--- src/hw/rtl/abcm_pkg.sv ---
// abcm_pkg: shared types, register indexes and the divide-by-255 helper
// for the ARGB blend unit. No dependencies.
`default_nettype none

package abcm_pkg;

  localparam int PIX_W   = 32;
  localparam int CH_W    = 8;
  localparam int PROD_W  = 16;
  localparam int CFG_IDX_W = 3;

  localparam logic [CH_W-1:0] CH_MAX = 8'hFF;

  // configuration register indexes
  localparam logic [CFG_IDX_W-1:0] REG_MOD_RED    = 3'd0;
  localparam logic [CFG_IDX_W-1:0] REG_MOD_GREEN  = 3'd1;
  localparam logic [CFG_IDX_W-1:0] REG_MOD_BLUE   = 3'd2;
  localparam logic [CFG_IDX_W-1:0] REG_MOD_ALPHA  = 3'd3;
  localparam logic [CFG_IDX_W-1:0] REG_BLEND_EN   = 3'd4;

  typedef struct packed {
    logic [CH_W-1:0] red;
    logic [CH_W-1:0] green;
    logic [CH_W-1:0] blue;
    logic [CH_W-1:0] alpha;
    logic            blend;
  } mod_t;

  // modulated source channels plus the untouched destination
  typedef struct packed {
    logic [CH_W-1:0]  a;
    logic [CH_W-1:0]  r;
    logic [CH_W-1:0]  g;
    logic [CH_W-1:0]  b;
    logic [PIX_W-1:0] dst;
  } scaled_t;

  // floor(x/255), exact for x <= 255*255
  function automatic logic [CH_W-1:0] div255(input logic [PROD_W-1:0] x);
    logic [PROD_W:0] t;
    t = {1'b0, x} + {{(PROD_W-CH_W+1){1'b0}}, x[PROD_W-1:CH_W]} + 17'd1;
    return t[PROD_W-1:CH_W];
  endfunction

endpackage

`default_nettype wire

--- src/hw/rtl/abcm_if.sv ---
// abcm channel interfaces: pixel input, result output, config write.
// Depends on abcm_pkg.
`default_nettype none

interface abcm_pix_if;
  import abcm_pkg::*;
  logic             valid;
  logic             ready;
  logic [PIX_W-1:0] src_pixel;
  logic [PIX_W-1:0] dst_pixel;
  modport source (output valid, src_pixel, dst_pixel, input ready);
  modport sink   (input valid, src_pixel, dst_pixel, output ready);
endinterface

interface abcm_out_if;
  import abcm_pkg::*;
  logic             valid;
  logic             ready;
  logic [PIX_W-1:0] out_pixel;
  logic             write_enable;
  modport source (output valid, out_pixel, write_enable, input ready);
  modport sink   (input valid, out_pixel, write_enable, output ready);
endinterface

interface abcm_cfg_if;
  import abcm_pkg::*;
  logic                 valid;
  logic                 ready;
  logic [CFG_IDX_W-1:0] index;
  logic [CH_W-1:0]      data;
  modport source (output valid, index, data, input ready);
  modport sink   (input valid, index, data, output ready);
endinterface

`default_nettype wire

--- src/hw/rtl/abcm_scale.sv ---
// abcm_scale: stages 1-2, per-channel modulation x*m/255.
// Depends on abcm_pkg.
`default_nettype none

module abcm_scale (
  input  wire logic                    clk,
  input  wire logic                    rst,
  input  wire logic                    in_valid,
  output      logic                    in_ready,
  input  wire logic [31:0]             src_pixel,
  input  wire logic [31:0]             dst_pixel,
  input  wire abcm_pkg::mod_t          mods,
  output      logic                    out_valid,
  input  wire logic                    out_ready,
  output      abcm_pkg::scaled_t       out_data
);
  import abcm_pkg::*;

  logic              v1;
  logic              v2;
  logic              ready1;
  logic              ready2;
  logic [PROD_W-1:0] pa, pr, pg, pb;
  logic [PIX_W-1:0]  dst1;
  scaled_t           s2;

  assign ready2   = !v2 || out_ready;
  assign ready1   = !v1 || ready2;
  assign in_ready = ready1;

  // stage 1: products
  always_ff @(posedge clk) begin
    if (rst) begin
      v1 <= 1'b0;
    end else if (ready1) begin
      v1 <= in_valid;
    end
    if (ready1 && in_valid) begin
      pa   <= {8'd0, src_pixel[31:24]} * {8'd0, mods.alpha};
      pr   <= {8'd0, src_pixel[23:16]} * {8'd0, mods.red};
      pg   <= {8'd0, src_pixel[15:8]}  * {8'd0, mods.green};
      pb   <= {8'd0, src_pixel[7:0]}   * {8'd0, mods.blue};
      dst1 <= dst_pixel;
    end
  end

  // stage 2: divide by 255
  always_ff @(posedge clk) begin
    if (rst) begin
      v2 <= 1'b0;
    end else if (ready2) begin
      v2 <= v1;
    end
    if (ready2 && v1) begin
      s2.a   <= div255(pa);
      s2.r   <= div255(pr);
      s2.g   <= div255(pg);
      s2.b   <= div255(pb);
      s2.dst <= dst1;
    end
  end

  assign out_valid = v2;
  assign out_data  = s2;

endmodule

`default_nettype wire

--- src/hw/rtl/abcm_mix.sv ---
// abcm_mix: stages 3-4, source-over mix and output select.
// Depends on abcm_pkg.
`default_nettype none

module abcm_mix (
  input  wire logic                clk,
  input  wire logic                rst,
  input  wire logic                in_valid,
  output      logic                in_ready,
  input  wire abcm_pkg::scaled_t   in_data,
  input  wire logic                blend,
  output      logic                out_valid,
  input  wire logic                out_ready,
  output      logic [31:0]         out_pixel,
  output      logic                write_enable
);
  import abcm_pkg::*;

  logic              v3;
  logic              v4;
  logic              ready3;
  logic              ready4;
  logic [CH_W-1:0]   inv;
  logic [PROD_W-1:0] ps_r, ps_g, ps_b;
  logic [PROD_W-1:0] pd_r, pd_g, pd_b, pd_a;
  scaled_t           s3;
  logic              transp3;
  logic              copy3;
  logic [PROD_W-1:0] sum_r, sum_g, sum_b;
  logic [CH_W-1:0]   alpha_mix;
  logic [PIX_W-1:0]  pix_next;

  assign ready4   = !v4 || out_ready;
  assign ready3   = !v3 || ready4;
  assign in_ready = ready3;
  assign inv      = CH_MAX - in_data.a;

  // stage 3: mix products and path select
  always_ff @(posedge clk) begin
    if (rst) begin
      v3 <= 1'b0;
    end else if (ready3) begin
      v3 <= in_valid;
    end
    if (ready3 && in_valid) begin
      ps_r    <= {8'd0, in_data.r} * {8'd0, in_data.a};
      ps_g    <= {8'd0, in_data.g} * {8'd0, in_data.a};
      ps_b    <= {8'd0, in_data.b} * {8'd0, in_data.a};
      pd_r    <= {8'd0, in_data.dst[23:16]} * {8'd0, inv};
      pd_g    <= {8'd0, in_data.dst[15:8]}  * {8'd0, inv};
      pd_b    <= {8'd0, in_data.dst[7:0]}   * {8'd0, inv};
      pd_a    <= {8'd0, in_data.dst[31:24]} * {8'd0, inv};
      s3      <= in_data;
      transp3 <= (in_data.a == 8'd0);
      copy3   <= !blend || (in_data.a == CH_MAX);
    end
  end

  // sums stay <= 255*255, so 16 bits hold them
  assign sum_r     = ps_r + pd_r;
  assign sum_g     = ps_g + pd_g;
  assign sum_b     = ps_b + pd_b;
  assign alpha_mix = s3.a + div255(pd_a);

  always_comb begin
    if (transp3) begin
      pix_next = s3.dst;
    end else if (copy3) begin
      pix_next = {s3.a, s3.r, s3.g, s3.b};
    end else begin
      pix_next = {alpha_mix, div255(sum_r), div255(sum_g), div255(sum_b)};
    end
  end

  // stage 4: output register
  always_ff @(posedge clk) begin
    if (rst) begin
      v4 <= 1'b0;
    end else if (ready4) begin
      v4 <= v3;
    end
    if (ready4 && v3) begin
      out_pixel    <= pix_next;
      write_enable <= !transp3;
    end
  end

  assign out_valid = v4;

endmodule

`default_nettype wire

--- src/hw/rtl/argb_blend_with_color_mod_unit.sv ---
// argb_blend_with_color_mod_unit: top level of the ARGB8888 modulate and
// source-over blend pipeline. Depends on abcm_pkg, abcm_if, abcm_scale, abcm_mix.
//
//   channel | dir | payload                     | handshake
//   --------+-----+-----------------------------+-------------
//   pix     | in  | src_pixel[31:0], dst_pixel  | valid/ready
//   res     | out | out_pixel[31:0], write_enable | valid/ready
//   cfg     | in  | index[2:0], data[7:0]       | valid/ready
//
// One pixel request per clock while res.ready is high; each request passes
// multiply, divide by 255, mix multiply, mix sum/divide + output register.
// The four register stages carry their own valid bits; a low res.ready
// holds each full stage and backs up to pix.ready without dropping data.
// rst is synchronous: clears valids and loads the modulation registers to
// 255 and blend off. cfg is always ready; writes to unknown indexes are dropped.
`default_nettype none

module argb_blend_with_color_mod_unit (
  input wire logic  clk,
  input wire logic  rst,
  abcm_pix_if.sink  pix,
  abcm_cfg_if.sink  cfg,
  abcm_out_if.source res
);
  import abcm_pkg::*;

  mod_t    mods;
  logic    mid_valid;
  logic    mid_ready;
  scaled_t mid_data;

  // configuration registers
  assign cfg.ready = 1'b1;

  always_ff @(posedge clk) begin
    if (rst) begin
      mods.red   <= CH_MAX;
      mods.green <= CH_MAX;
      mods.blue  <= CH_MAX;
      mods.alpha <= CH_MAX;
      mods.blend <= 1'b0;
    end else if (cfg.valid) begin
      case (cfg.index)
        REG_MOD_RED:   mods.red   <= cfg.data;
        REG_MOD_GREEN: mods.green <= cfg.data;
        REG_MOD_BLUE:  mods.blue  <= cfg.data;
        REG_MOD_ALPHA: mods.alpha <= cfg.data;
        REG_BLEND_EN:  mods.blend <= cfg.data[0];
        default: ;
      endcase
    end
  end

  // stages 1-2: source modulation
  abcm_scale u_scale (
    .clk       (clk),
    .rst       (rst),
    .in_valid  (pix.valid),
    .in_ready  (pix.ready),
    .src_pixel (pix.src_pixel),
    .dst_pixel (pix.dst_pixel),
    .mods      (mods),
    .out_valid (mid_valid),
    .out_ready (mid_ready),
    .out_data  (mid_data)
  );

  // stages 3-4: blend and output register
  abcm_mix u_mix (
    .clk          (clk),
    .rst          (rst),
    .in_valid     (mid_valid),
    .in_ready     (mid_ready),
    .in_data      (mid_data),
    .blend        (mods.blend),
    .out_valid    (res.valid),
    .out_ready    (res.ready),
    .out_pixel    (res.out_pixel),
    .write_enable (res.write_enable)
  );

endmodule

`default_nettype wire

--- src/flat_wrapper.sv ---
// flat-port wrapper written by rule: the top's interface ports become plain ports
module argb_blend_with_color_mod_unit_flat import abcm_pkg::*;
  (clk, rst, pix_valid, pix_src_pixel, pix_dst_pixel, pix_ready, cfg_valid, cfg_index, cfg_data, cfg_ready, res_valid, res_out_pixel, res_write_enable, res_ready);
  abcm_pix_if pix_i ();
  abcm_cfg_if cfg_i ();
  abcm_out_if res_i ();
  input wire logic clk;
  input wire logic rst;
  input wire logic [$bits(pix_i.valid)-1:0] pix_valid;
  input wire logic [$bits(pix_i.src_pixel)-1:0] pix_src_pixel;
  input wire logic [$bits(pix_i.dst_pixel)-1:0] pix_dst_pixel;
  output wire logic [$bits(pix_i.ready)-1:0] pix_ready;
  input wire logic [$bits(cfg_i.valid)-1:0] cfg_valid;
  input wire logic [$bits(cfg_i.index)-1:0] cfg_index;
  input wire logic [$bits(cfg_i.data)-1:0] cfg_data;
  output wire logic [$bits(cfg_i.ready)-1:0] cfg_ready;
  output wire logic [$bits(res_i.valid)-1:0] res_valid;
  output wire logic [$bits(res_i.out_pixel)-1:0] res_out_pixel;
  output wire logic [$bits(res_i.write_enable)-1:0] res_write_enable;
  input wire logic [$bits(res_i.ready)-1:0] res_ready;
  assign pix_i.valid = pix_valid;
  assign pix_i.src_pixel = pix_src_pixel;
  assign pix_i.dst_pixel = pix_dst_pixel;
  assign pix_ready = pix_i.ready;
  assign cfg_i.valid = cfg_valid;
  assign cfg_i.index = cfg_index;
  assign cfg_i.data = cfg_data;
  assign cfg_ready = cfg_i.ready;
  assign res_valid = res_i.valid;
  assign res_out_pixel = res_i.out_pixel;
  assign res_write_enable = res_i.write_enable;
  assign res_i.ready = res_ready;
  argb_blend_with_color_mod_unit u_core (.clk(clk), .rst(rst), .pix(pix_i), .cfg(cfg_i), .res(res_i));
endmodule
--- config.mk ---
export PLATFORM = sky130hd
export DESIGN_NAME = argb_blend_with_color_mod_unit_flat
export DESIGN_NICKNAME = d
export VERILOG_FILES = /design/src/hw/rtl/abcm_pkg.sv /design/src/hw/rtl/abcm_if.sv /design/src/hw/rtl/abcm_scale.sv /design/src/hw/rtl/abcm_mix.sv /design/src/hw/rtl/argb_blend_with_color_mod_unit.sv /design/src/flat_wrapper.sv
export SDC_FILE = /design/constraint.sdc
export NUM_CORES = 2
export LEC_CHECK = 0
export ABC_AREA = 1
export CAP_MARGIN = 15
export CORE_MARGIN = 2
export CORE_UTILIZATION = 30
export DETAILED_ROUTE_END_ITERATION = 7
export DONT_BUFFER_PORTS = 1
export GPL_TIMING_DRIVEN = 0
export SLEW_MARGIN = 20
export SYNTH_ARGS = -nofsm -noshare
export SYNTH_HDL_FRONTEND = slang
export SYNTH_SLANG_ARGS = --single-unit
--- constraint.sdc ---
create_clock -name clk -period 7.9 [get_ports clk]
set_clock_uncertainty 0.1 [all_clocks]
set_input_delay 1.58 -clock clk [delete_from_list [all_inputs] [get_ports clk]]
set_output_delay 1.58 -clock clk [all_outputs]
set_load 0.02 [all_outputs]
==> reports/summary.txt <==
Status = finished, final reports clean
CP arrival = 6.58 ns
CTS Root Cell = clkbuf_16
Die Footprint = 0.1427 mm^2
FP Rows = 137
Die height = 377.7 um
Routed Antenna Nets = 0
Syn Area/Cell = 8.456 um^2
Drt drc = 0
Synth top area cells = edfxtp_1, fa_1, ha_1
First-pass GRT wire length = 172.3 mm
Top post-synthesis cells by count = inv_1, nand2_1, ha_1
Wl on met1 = 48.86 mm
Clock sinks = 408
Final HPWL DP = 89.04 mm
H-tree Lvls = 2
Initial antenna violation count = 19
Max Freq = 158.6 MHz
Final Hold Fails = 0
Largest fanout on the critical path = 10
DR pass1 iterations = 6
WL/cell = 15.87 um
CTS tree = done
Routed wire length = 110.0 mm
Die W = 377.7 um
Crit Reg-Reg Startpoint = u_core.u_scale.out_data[61]
Slew headroom = 19.39%
Net Count, Synth = 5936
Post-layout util = 33.20%
Post-Place Setup Slack = 1.537 ns
Crit path from = u_core.u_scale.out_data[61]
IO Port Bufs = 0
Fill cell count = 14.41k
# IOs = 116
Required time of the critical path = 8.18 ns
Post-route worst setup slack = 1.595 ns
Max Cap Viol = 0
Count leader, synth = inv_1
Predominant post-synthesis flop cell = edfxtp_1
YS warnings = 0
Number of flops mapped to enable cells by yosys = 371
Starting Density = 30.14%
Area after DPL = 0.04448 mm^2
Vias in the first global route = 31.19k
Reg clk slew, reported paths = 0.06 ns
Core area = 0.1390 mm^2
Total number of vias = 31.39k
WS Path Type = register to register
Clk Latency, worst-skew pair = 0.65 ns
Minimum clock period = 6.305 ns
Total CTS buffers = 48
Uppermost routed layer = met5
Kind of end point of the critical path = register
RSZ-0062 raised after global routing = false
Final Cell Area = 0.04616 mm^2
Resized Gates After CTS = 0
Final worst-path cycle share = 79.80%
Count of pins over their slew limit = 0
FF+latch count, synth = 408
Share of Yosys cell area claimed by the top area cell type = 26.59%
Netlist cell types = 48
Sequential-to-total area share from yosys stat = 28.36%
Synthesized cell area = 0.04190 mm^2
Area growth, synth to finish = 10.17%
Gr usage total = 15.57%
Final setup vio count = 0
Startpoint of the worst hold path = u_core.u_scale.dst1[27]
Startpoint Class = register
Largest net degree at the start of global routing = 105
Max clock buf depth = 3
Post-CTS Setup Inserts = 0
Layout cell share with drive strength beyond 1 = 2.871%
Largest area contributor in the netlist = edfxtp_1
Gr ovfl total = 0
CTS Hold Bufs = 0
Vias per cell = 4.530
Final net count = 5995
Placer congestion estimate = 0.9184
Detailed Route Iter0 Violations = 2434
Worst slew pin tran = 1.209 ns
Min-Delay Path Class = register to register
Met3 WL = 9.642 mm
Synth Instances = 4955
WL met2 = 48.61 mm
Async SR Flop Fraction = 0%
-- state kept, by name, indices dropped and copies added, names as in the netlist, 16 cells and up --
register / count
u_core.mods: 33
u_core.u_mix.out_pixel: 32
u_core.u_mix.pd_a: 16
u_core.u_mix.pd_b: 16
u_core.u_mix.pd_g: 16
u_core.u_mix.pd_r: 16
u_core.u_mix.ps_b: 16
u_core.u_mix.ps_g: 16
u_core.u_mix.ps_r: 16
u_core.u_mix.s3: 64
u_core.u_scale.dst1: 32
u_core.u_scale.out_data: 64
u_core.u_scale.pa: 16
u_core.u_scale.pb: 16
u_core.u_scale.pg: 16
u_core.u_scale.pr: 16
-- stage by stage --
stage | hold WS, ns | instances | setup TNS, ns
2_1_floorplan | 0.3003 | 4955 | 0
4_1_cts | 0.3176 | 6927 | 0
6_report | 0.3174 | 6930 | 0
5_1_grt | 0.3232 | 6927 | 0
3_5_place_dp | 0.3045 | 6840 | 0
3_3_place_gp | 0.3037 | 6831 | -139.89
-- kinds of logic (layout without fill, tap and decap cells) --
family / count (synthesis) / after routing / synth area share (%)
buffers and inverters: 1366 / 1462 / 12.31
AO/OA/AOI/OAI: 340 / 340 / 4.390
other: 1 / 4 / 0.008950
adder cells (fa/ha/maj): 901 / 901 / 34.07
AND/OR/NAND/NOR: 1751 / 1751 / 16.89
XOR/XNOR: 188 / 188 / 3.966
flip-flops: 408 / 408 / 28.36
-- worst paths after layout --
check / endpoint / slack, ns / cells past startpoint
min reg2reg: u_core.u_scale.out_data[27] / 0.32 / 0
max reg2reg: u_core.u_mix.pd_a[14] / 1.60 / 22
max: u_core.u_mix.pd_a[14] / 1.60 / 22
min: u_core.u_scale.out_data[27] / 0.32 / 0
-- area by class of cell --
cell class	instances	area (um^2)	area share, %
Clock inverter	31	437.9	0.9488
Multi-Input combinational cell	3181	24870	53.89
Buffer	153	604.3	1.309
Clock buffer	56	1231	2.667
Inverter	1213	4563	9.886
Sequential cell	408	11880	25.74
Antenna cell	3	7.507	0.01626
Timing Repair Buffer	9	210.2	0.4554
Tap cell	1876	2347	5.085
-- worst max-delay path, cell delays in order, from the launching register on --
cell      delay [ns]
edfxtp_1        0.40
clkbuf_1        0.33
inv_1           0.46
clkbuf_1        0.74
nand2_1         0.18
fa_1            0.54
fa_1            0.49
inv_1           0.06
fa_1            0.48
inv_1           0.05
fa_1            0.47
inv_1           0.04
ha_1            0.33
nand2_1         0.06
o21ai_0         0.28
a21oi_1         0.14
nor2_1          0.11
nor2_1          0.07
o21ai_0         0.28
a21oi_1         0.11
nor2_1          0.10
nor2_1          0.05
xor2_1          0.14
-- per-layer routing --
layer	vias to the layer above	global-route usage (%)
met4	16	4.075
li1	15246	-
met2	970	24.82
met1	15000	21.17
met3	160	3.583
met5	-	0
-- placed cells by master, fill, tap and decap left out, drive strengths merged, types with 122 or more instances in the layout --
cell type  synthesis  final
nor2             447    447
ha               501    501
a21oi            212    212
xor2             122    122
clkbuf           108    164
nand2           1048   1048
fa               400    400
nand3            186    186
edfxtp           371    371
inv             1211   1214
Power is left out: the tool's default activity adds up to more than one toggle a clock period on the data nets, which glitch-free logic cannot reach.
